<file path="src/rtl/okl_pkg.sv">
// Shared constants and types for the ordered key list with ring neighbours.
`default_nettype none
package okl_pkg;

  localparam int DEPTH = 16;
  localparam int KEY_W = 16;
  localparam int ACT_W = 2;
  localparam int ST_W  = 2;
  localparam int S_DATA_W = ((ACT_W + KEY_W + 7) / 8) * 8;
  localparam int M_DATA_W = ((KEY_W + ST_W + 7) / 8) * 8;

  typedef enum logic [ACT_W-1:0] {
    ACT_APPEND = 2'd0,
    ACT_REMOVE = 2'd1,
    ACT_NEXT   = 2'd2,
    ACT_PREV   = 2'd3
  } act_t;

  localparam logic [ST_W-1:0] ST_OK      = 2'd0;
  localparam logic [ST_W-1:0] ST_MISSING = 2'd1;
  localparam logic [ST_W-1:0] ST_FULL    = 2'd2;

  typedef enum logic [1:0] {
    S_IDLE,
    S_MATCH,
    S_EXEC,
    S_DONE
  } state_t;

  // Broadcast from the sequencer to every cell.
  typedef struct packed {
    logic             match_load;
    logic             search_ok;
    logic             exec_en;
    act_t             op;
    logic [KEY_W-1:0] key;
  } cell_ctl_t;

endpackage
`default_nettype wire

</file>
<file path="src/rtl/ordered_key_list_ring_neighbours.sv">
// Top level: ordered key list with remove and circular neighbour lookup.
//
// Input channel s_*: one item is an action (append, remove, next, prev) and a
// 16-bit key. Output channel m_*: one result item per input item, carrying the
// neighbour key (0 for append/remove or when nothing is found) and a status
// (ok, missing/null, full).
// The list lives in a row of DEPTH cells, head in cell 0. Each item walks a
// four-state sequencer: accept, match (every cell compares its key), execute
// (first match resolved along the cell row, cells shift or fill, neighbour
// picked), done (result moved into the output register).
// The sequencer takes no new item until the last one has left its done state;
// the result is registered in execute and moved to the output register in done.
// The output register holds a finished result while m_tready is low; the
// sequencer waits in its done state until that register frees up, and
// s_tready stays low meanwhile.
// rst (synchronous) empties the list and drops any pending result.
`default_nettype none
module ordered_key_list_ring_neighbours (
  input  wire logic                         clk,
  input  wire logic                         rst,
  input  wire logic                         s_tvalid,
  output logic                              s_tready,
  // [1:0] action, [17:2] key_id, [23:18] zero
  input  wire logic [okl_pkg::S_DATA_W-1:0] s_tdata,
  output logic                              m_tvalid,
  input  wire logic                         m_tready,
  // [15:0] neighbour_id, [17:16] status, [23:18] zero
  output logic [okl_pkg::M_DATA_W-1:0]      m_tdata
);

  localparam int D = okl_pkg::DEPTH;
  localparam int W = okl_pkg::KEY_W;

  okl_pkg::state_t  state, state_next;
  okl_pkg::act_t    op;
  logic [W-1:0]     req_key;
  okl_pkg::cell_ctl_t ctl;

  logic [W-1:0]            res_nb;
  logic [okl_pkg::ST_W-1:0] res_st;
  logic [W-1:0]            nb_next;
  logic [okl_pkg::ST_W-1:0] st_next;
  logic [W-1:0]            out_nb;
  logic [okl_pkg::ST_W-1:0] out_st;

  logic [D-1:0]  c_valid, c_hit, c_first, c_tail_first;
  logic [W-1:0]  c_key     [D];
  logic [W-1:0]  c_sel_key [D];
  logic          wrap;
  logic          load_out;

  assign s_tready = (state == okl_pkg::S_IDLE);
  assign load_out = (state == okl_pkg::S_DONE) && (!m_tvalid || m_tready);

  always_comb begin
    ctl.match_load = (state == okl_pkg::S_MATCH);
    ctl.search_ok  = (op != okl_pkg::ACT_APPEND) &&
                     !((op == okl_pkg::ACT_REMOVE) && (req_key == '0));
    ctl.exec_en    = (state == okl_pkg::S_EXEC);
    ctl.op         = op;
    ctl.key        = req_key;
  end

  assign wrap = |c_tail_first;

  for (genvar i = 0; i < D; i++) begin : g_cell
    logic         lv, lh, lf, rv, rf, ws;
    logic [W-1:0] rk;
    if (i == 0) begin : g_head
      assign lv = 1'b1;
      assign lh = 1'b0;
      assign lf = 1'b0;
      assign ws = wrap;
    end else begin : g_body
      assign lv = c_valid[i-1];
      assign lh = c_hit[i-1];
      assign lf = c_first[i-1];
      assign ws = 1'b0;
    end
    if (i == D - 1) begin : g_tail
      assign rv = 1'b0;
      assign rf = 1'b0;
      assign rk = '0;
    end else begin : g_mid
      assign rv = c_valid[i+1];
      assign rf = c_first[i+1];
      assign rk = c_key[i+1];
    end
    okl_cell u_cell (
      .clk        (clk),
      .rst        (rst),
      .ctl        (ctl),
      .left_valid (lv),
      .left_hit   (lh),
      .left_first (lf),
      .right_valid(rv),
      .right_key  (rk),
      .right_first(rf),
      .wrap_sel   (ws),
      .valid      (c_valid[i]),
      .key        (c_key[i]),
      .hit        (c_hit[i]),
      .first      (c_first[i]),
      .tail_first (c_tail_first[i]),
      .sel_key    (c_sel_key[i])
    );
  end

  // at most one cell drives a nonzero neighbour key
  always_comb begin
    nb_next = '0;
    for (int i = 0; i < D; i++) begin
      nb_next = nb_next | c_sel_key[i];
    end
  end

  always_comb begin
    case (op)
      okl_pkg::ACT_APPEND: st_next = c_valid[D-1] ? okl_pkg::ST_FULL : okl_pkg::ST_OK;
      default:             st_next = c_hit[D-1] ? okl_pkg::ST_OK : okl_pkg::ST_MISSING;
    endcase
  end

  always_comb begin
    state_next = state;
    case (state)
      okl_pkg::S_IDLE:  if (s_tvalid) state_next = okl_pkg::S_MATCH;
      okl_pkg::S_MATCH: state_next = okl_pkg::S_EXEC;
      okl_pkg::S_EXEC:  state_next = okl_pkg::S_DONE;
      okl_pkg::S_DONE:  if (load_out) state_next = okl_pkg::S_IDLE;
      default:          state_next = okl_pkg::S_IDLE;
    endcase
  end

  always_ff @(posedge clk) begin
    if (rst) begin
      state <= okl_pkg::S_IDLE;
    end else begin
      state <= state_next;
    end
  end

  always_ff @(posedge clk) begin
    if (s_tvalid && s_tready) begin
      op      <= okl_pkg::act_t'(s_tdata[okl_pkg::ACT_W-1:0]);
      req_key <= s_tdata[okl_pkg::ACT_W +: W];
    end
    if (state == okl_pkg::S_EXEC) begin
      res_nb <= nb_next;
      res_st <= st_next;
    end
    if (load_out) begin
      out_nb <= res_nb;
      out_st <= res_st;
    end
  end

  always_ff @(posedge clk) begin
    if (rst) begin
      m_tvalid <= 1'b0;
    end else if (load_out) begin
      m_tvalid <= 1'b1;
    end else if (m_tready) begin
      m_tvalid <= 1'b0;
    end
  end

  assign m_tdata = {{(okl_pkg::M_DATA_W - W - okl_pkg::ST_W){1'b0}}, out_st, out_nb};

endmodule
`default_nettype wire

</file>
<file path="src/rtl/okl_cell.sv">
// One list slot: stored key, valid bit, match flag and neighbour logic.
`default_nettype none
module okl_cell (
  input  wire logic                      clk,
  input  wire logic                      rst,
  input  wire okl_pkg::cell_ctl_t        ctl,
  input  wire logic                      left_valid,
  input  wire logic                      left_hit,
  input  wire logic                      left_first,
  input  wire logic                      right_valid,
  input  wire logic [okl_pkg::KEY_W-1:0] right_key,
  input  wire logic                      right_first,
  input  wire logic                      wrap_sel,
  output logic                           valid,
  output logic [okl_pkg::KEY_W-1:0]      key,
  output logic                           hit,
  output logic                           first,
  output logic                           tail_first,
  output logic [okl_pkg::KEY_W-1:0]      sel_key
);

  logic match;
  logic sel;

  assign hit        = left_hit | match;
  assign first      = match & ~left_hit;
  assign tail_first = first & ~right_valid;

  always_comb begin
    case (ctl.op)
      okl_pkg::ACT_NEXT: sel = (left_first & valid) | wrap_sel;
      okl_pkg::ACT_PREV: sel = right_first;
      default:           sel = 1'b0;
    endcase
  end

  assign sel_key = sel ? key : '0;

  always_ff @(posedge clk) begin
    if (rst) begin
      match <= 1'b0;
    end else if (ctl.match_load) begin
      match <= ctl.search_ok & valid & (key == ctl.key);
    end
  end

  always_ff @(posedge clk) begin
    if (rst) begin
      valid <= 1'b0;
    end else if (ctl.exec_en) begin
      case (ctl.op)
        okl_pkg::ACT_APPEND: begin
          if (left_valid && !valid) begin
            valid <= 1'b1;
          end
        end
        okl_pkg::ACT_REMOVE: begin
          // everything from the first match onward moves one slot toward the head
          if (hit) begin
            valid <= right_valid;
          end
        end
        default: ;
      endcase
    end
  end

  always_ff @(posedge clk) begin
    if (ctl.exec_en) begin
      case (ctl.op)
        okl_pkg::ACT_APPEND: begin
          if (left_valid && !valid) begin
            key <= ctl.key;
          end
        end
        okl_pkg::ACT_REMOVE: begin
          if (hit) begin
            key <= right_key;
          end
        end
        default: ;
      endcase
    end
  end

endmodule
`default_nettype wire

</file>
<file path="config.mk">
export PLATFORM = sky130hd
export DESIGN_NAME = ordered_key_list_ring_neighbours
export DESIGN_NICKNAME = d
export VERILOG_FILES = /design/src/rtl/okl_pkg.sv /design/src/rtl/ordered_key_list_ring_neighbours.sv /design/src/rtl/okl_cell.sv
export SDC_FILE = /design/constraint.sdc
export NUM_CORES = 1
export LEC_CHECK = 0
export BUFFER_PORTS_ARGS = -buffer_cell sky130_fd_sc_hd__buf_4
export CORE_UTILIZATION = 57
export DETAILED_ROUTE_END_ITERATION = 8
export PLACE_DENSITY = 0.74
export SLEW_MARGIN = 25
export SYNTH_ARGS = -nofsm -noshare
export SYNTH_HDL_FRONTEND = slang
export SYNTH_SLANG_ARGS = --single-unit
</file>
<file path="constraint.sdc">
create_clock -name clk -period 7.1 [get_ports clk]
set_clock_uncertainty 0.15 [all_clocks]
set_input_delay 0.355 -clock clk [delete_from_list [all_inputs] [get_ports clk]]
set_output_delay 0.355 -clock clk [all_outputs]
set_load 0.03 [all_outputs]
</file>
* Word level (Yosys, flattened, before mapping)
Index checks and enable logic that the tools add are counted. Widths: inputs -> output; s select.
Operators by class: equal/unequal tests 56, muxes and demuxes 135, bitwise operators 137, reduce and logical (&&, ||, !) cells 62
Operators by type and width (number):
- $mux 16 | 48
- $pmux 16 s2 | 16
- $eq 16x16->1 | 16
- $or 16x16->16 | 15
- $and 1x1->1 | 77
- $reduce_and 4->1 | 16
- $ne 2x1->1 const B | 31
- $pmux 1 s2 | 31
- $mux 1 | 35
- $not 1->1 | 30
- $logic_and 1x1->1 | 19
- $logic_not 1->1 | 17
- $logic_not 16->1 | 1
- $reduce_or 16->1 | 1
- $or 1x1->1 | 15
- $eq 2x2->1 const B | 4
- $mux 2 | 4
- $pmux 2 s4 | 1
- $ne 2x2->1 const B | 3
- $reduce_bool 2->1 | 3
- $eq 2x1->1 const B | 2
- $logic_not 2->1 | 2
- $reduce_and 3->1 | 1
- $reduce_and 2->1 | 1
- $logic_or 1x1->1 | 1
Word-level totals: register bits 345

* Longest topological paths before layout
depth in word-level cells 34, depth in mapped cells 9, depth with buffers taken out 7

* Cells and area by module
Synthesis repeated with hierarchy kept, for this count alone.
Unflattened totals: cell total of the unflattened synthesis 1667, area, all modules 20039.2 um2
By module, submodules not included:
- okl_cell | times used 16, cells an instance 93, area each 1098.6 um2
- ordered_key_list_ring_neighbours | times used 1, cells an instance 179, area each 2462.4 um2

* Least setup slack after synthesis
OpenSTA, ideal clock, no wires.
path kind flip-flop to flip-flop, start reg state[0], end reg g_cell[13].u_cell.valid, setup time 0.203 ns, arrival time 2.954 ns, slack 3.793 ns, stages on the path, launching flop included 6, buffers on the path 0, clock period less this slack 3.307 ns, cell sequence dfxtp_1 inv_1 ha_1 nand2_1 a311oi_1 a311oi_1
Between the ends: longest elaborated chain between the ends 2
RTL lines:
- from (decl) | line ordered_key_list_ring_neighbours.sv:34 | okl_pkg::state_t state, state_next;
- from (signal assigned) | line ordered_key_list_ring_neighbours.sv:137 | state <= okl_pkg::S_IDLE;
- from (signal assigned) | line ordered_key_list_ring_neighbours.sv:139 | state <= state_next;
- $eq 2x2->1 | line ordered_key_list_ring_neighbours.sv:59 | ctl.exec_en = (state == okl_pkg::S_EXEC);
- $reduce_and 4->1 (no line)
- to (signal assigned) | line okl_cell.sv:60 | valid <= right_valid;
- to (decl) | line okl_cell.sv:14 | output logic valid,
No other way between the ends. A chain may end at the register's enable or synchronous reset.

* Worst setup path in the final report
start reg g_cell[9].u_cell.match, end reg res_nb[1], data pin
Between the ends: longest elaborated chain between the ends 26
RTL lines:
- from (decl) | line okl_cell.sv:22 | logic match;
- from (signal assigned) | line okl_cell.sv:43 | match <= ctl.search_ok & valid & (key == ctl.key);
- $or 1x1->1 (5 in a row) | line okl_cell.sv:25 | assign hit = left_hit | match;
- $not 1->1 or $or 1x1->1 (tied branches) | line okl_cell.sv:26, okl_cell.sv:25
- $and 1x1->1 or $not 1->1 (tied branches) | line okl_cell.sv:26 | assign first = match & ~left_hit;
- $and 1x1->1 (on tied branches) | line okl_cell.sv:27, okl_cell.sv:26
- $reduce_or 16->1 | line ordered_key_list_ring_neighbours.sv:64 | assign wrap = |c_tail_first;
- $pmux 1 s2 | line okl_cell.sv:30 | case (ctl.op)
- $mux 16 | line okl_cell.sv:37 | assign sel_key = sel ? key : '0;
- $or 16x16->16 (14 in a row) | line ordered_key_list_ring_neighbours.sv:113 | nb_next = nb_next | c_sel_key[i];
- $or 16x16->16 (*) | line ordered_key_list_ring_neighbours.sv:113
- via nb_next[1] | line ordered_key_list_ring_neighbours.sv:41 | logic [W-1:0] nb_next;
- to (signal assigned) | line ordered_key_list_ring_neighbours.sv:149 | res_nb <= nb_next;
- to (decl) | line ordered_key_list_ring_neighbours.sv:39 | logic [W-1:0] res_nb;
Mark *: on every way through the listed nets, which the timed path passes. The rest lies on a longest branch.

==> results.txt <==
commonest non-fill, non-tap cell in the layout = edfxtp_1
Vias = 14428
Worst Tran Pin Value = 1.09 ns
WP data required = 7.23 ns
synth-to-layout area growth = 11.3%
first-pass GRT wire length = 87.1 mm
nets = 1670
DR iter-0 viols = 2382
drt via density = 6.84
largest family of logic cells by synthesized area = compound AO/OA/AOI/OAI gates
dominant cell type by area after synthesis = edfxtp_1
r2r setup slk = 3.54 ns
Fin. Hold Viols = 0
ANT nets after route = 0
total grt overflow = 0
crit path max fanout = 16
crit start category = flip-flop
final std cells w/o fill = 2110
Synth Area in XOR/XNOR = 11.9%
RSZ-0062 raised after global routing = false
number of cells after detailed placement = 2017
initial antenna violation count = 2
worst hold path type = input pin to flip-flop
Hold Buf Count CTS = 19
ratio of cells with drive above 1 in the final layout = 11.3%
total negative slack = 0 ns
Initial Utilization = 58.0%
Syn Inst Count = 1643
VDD IR max = 0.196 mV
Clk Latency, worst-skew pair = 0.56 ns
crit end category = flip-flop
EDFF count, synth = 310
mux contribution to synthesized area = 0.0529%
Max-Cap Viols = 0
hold path depth = 2
fin util = 64.6%
Synth async-reset ratio = 0%
Crit Path Class = flip-flop to flip-flop
crit share post-route = 50.1%
Clock Tree Root = clkbuf_16
full die area = 0.0339 sq mm
die width = 184 microns
overall routing resource usage = 35.2%
post-CTS sizing = 0
DR pass1 iterations = 8
YS warnings = 0
max_slew headroom = 27.6%
Fmax achieved = 0.281 GHz
clk sinks = 345
Final WS setup = 3.54 ns
worst-case clock buffer depth = 3
Vert. Die Dim = 184 microns
Synth Flop Type = edfxtp_1
routability-driven placement congestion ratio = 0.977
Final Slew Violations = 0
clock slew at reported path FFs = 0.06 ns
CTS Buf Count = 38
drt drc = 0
Post-Synth Adder-Cell Area = 0.265%
Seq/Total Area, Yosys = 52.9%
Setup WS pre-CTS = 3.54 ns
Synth Area in Compound Gates = 20.0%
Total Wirelength = 59.0 mm
I/O pin count = 54
commonest cells after routing, fill and taps aside = edfxtp_1, a21o_1, xnor2_1
port bufs = 41
share of the synthesized area in the top cell type = 49.2%
H-tree Lvls = 2
Final setup viols = 0
Power, Total = 6200 uW
CTS tree = built
core area = 0.0326 sq mm
Routed WL per cell = 28.0 microns
Power Density = 295 mW/mm^2
Syn Std Cell Area = 0.0189 sq mm
top post-synthesis cells by area = edfxtp_1, a21o_1, xnor2_1, xor2_1, dfxtp_1
status = finished clean
#FFs+latches synth = 345
final period demand of the worst path = 3.56 ns
simple-gate share of the synthesized area = 10.4%
Mean Syn Cell Area = 11.5 sq um
Setup Buffers After CTS = 0
largest net degree at the start of global routing = 248
Yosys cell types = 81
CP arrival = 3.69 ns
number of global-route vias before repair = 13522
placed wire-length estimate = 41.6 mm
Rows = 66
P_leak = 0.00802 uW
reg2reg path depth = 6
==> path summary, 6_finish.rpt <==
| kind | startpoint | end |
|---|---|---|
| worst max-delay path | g_cell[9].u_cell.match | res_nb[1] |
| worst min-delay path | rst | m_tvalid |
| worst max register to register | g_cell[9].u_cell.match | res_nb[1] |
| worst min register to register | res_nb[4] | out_nb[4] |
==> logic make-up (layout without fill, tap and decap cells) <==
| kind of cell | after synthesis | count (layout) |
|---|---|---|
| adders and majority gates | 4 | 4 |
| and+or+nand+nor | 344 | 344 |
| buffers and inverters | 209 | 228 |
| muxes | 1 | 1 |
| xor gates and xnor gates | 256 | 256 |
| AOI/OAI and AO/OA | 483 | 483 |
| other | 1 | 7 |
| DFF | 345 | 345 |
==> report_power, final <==
part | total [uW] | switching, uW | internal [uW]
registers | 2610 | 126 | 2490
logic | 1560 | 971 | 593
clock network | 2030 | 841 | 1190
total | 6200 | 1940 | 4270
==> flip-flops by register name, indices dropped and copies added, names as in the netlist <==
name,flops
m_tvalid,1
g_cell.u_cell.match,16
state,2
out_st,2
out_nb,16
res_nb,16
req_key,16
g_cell.u_cell.valid,16
op,2
g_cell.u_cell.key,256
res_st,2
==> cells in the mapped netlist (17+ instances only) <==
| cell | instances |
|---|---|
| xor2_1 | 120 |
| a22o_1 | 17 |
| a21o_1 | 241 |
| buf_2 | 22 |
| nand2b_1 | 18 |
| a21oi_1 | 40 |
| a22oi_1 | 35 |
| nand2_1 | 47 |
| nor4_1 | 46 |
| clkbuf_1 | 117 |
| nand4_1 | 29 |
| nor2_1 | 52 |
| inv_1 | 55 |
| xnor2_1 | 136 |
| nor3_1 | 29 |
| and2_1 | 18 |
| edfxtp_1 | 310 |
| dfxtp_1 | 35 |
| nand3_1 | 45 |
==> through the flow <==
| stage | area, sq um | hold slack [ns] |
|---|---|---|
| 2_1_floorplan | 18900 | 0.250 |
| 3_3_place_gp | 19500 | 0.254 |
| 3_5_place_dp | 19500 | 0.255 |
| 4_1_cts | 21000 | 0.0801 |
| 5_1_grt | 21100 | 0.110 |
| 6_report | 21100 | 0.0991 |
==> final cells by class <==
cell class | instances | area, sq um
inverters | 56 | 210
fillers | 2497 | 11600
diodes | 1 | 2.50
clock buffers | 53 | 1050
clock inverters | 16 | 210
well taps | 442 | 553
multi-input cells | 1094 | 8150
flip-flops and latches | 345 | 10000
repair buffers | 103 | 876
==> per-layer routing <==
layer | share of wire (%) | routed length, microns | GRT usage, %
met1 | 39 | 22700 | 48.7
met2 | 45 | 26700 | 54.5
met3 | 12 | 7000 | 7.11
met4 | 4.3 | 2520 | 13.6
met5 | 0.054 | 32 | 0
==> critical path, stage by stage (launching register included) <==
cell and delay (ns):
dfxtp_1 0.47, or4_4 0.65, nor4_1 0.41, nand3_1 0.66, o221ai_1 0.52, nor3_1 0.12, o2111ai_1 0.29
Power figures use the tool's default switching activity.
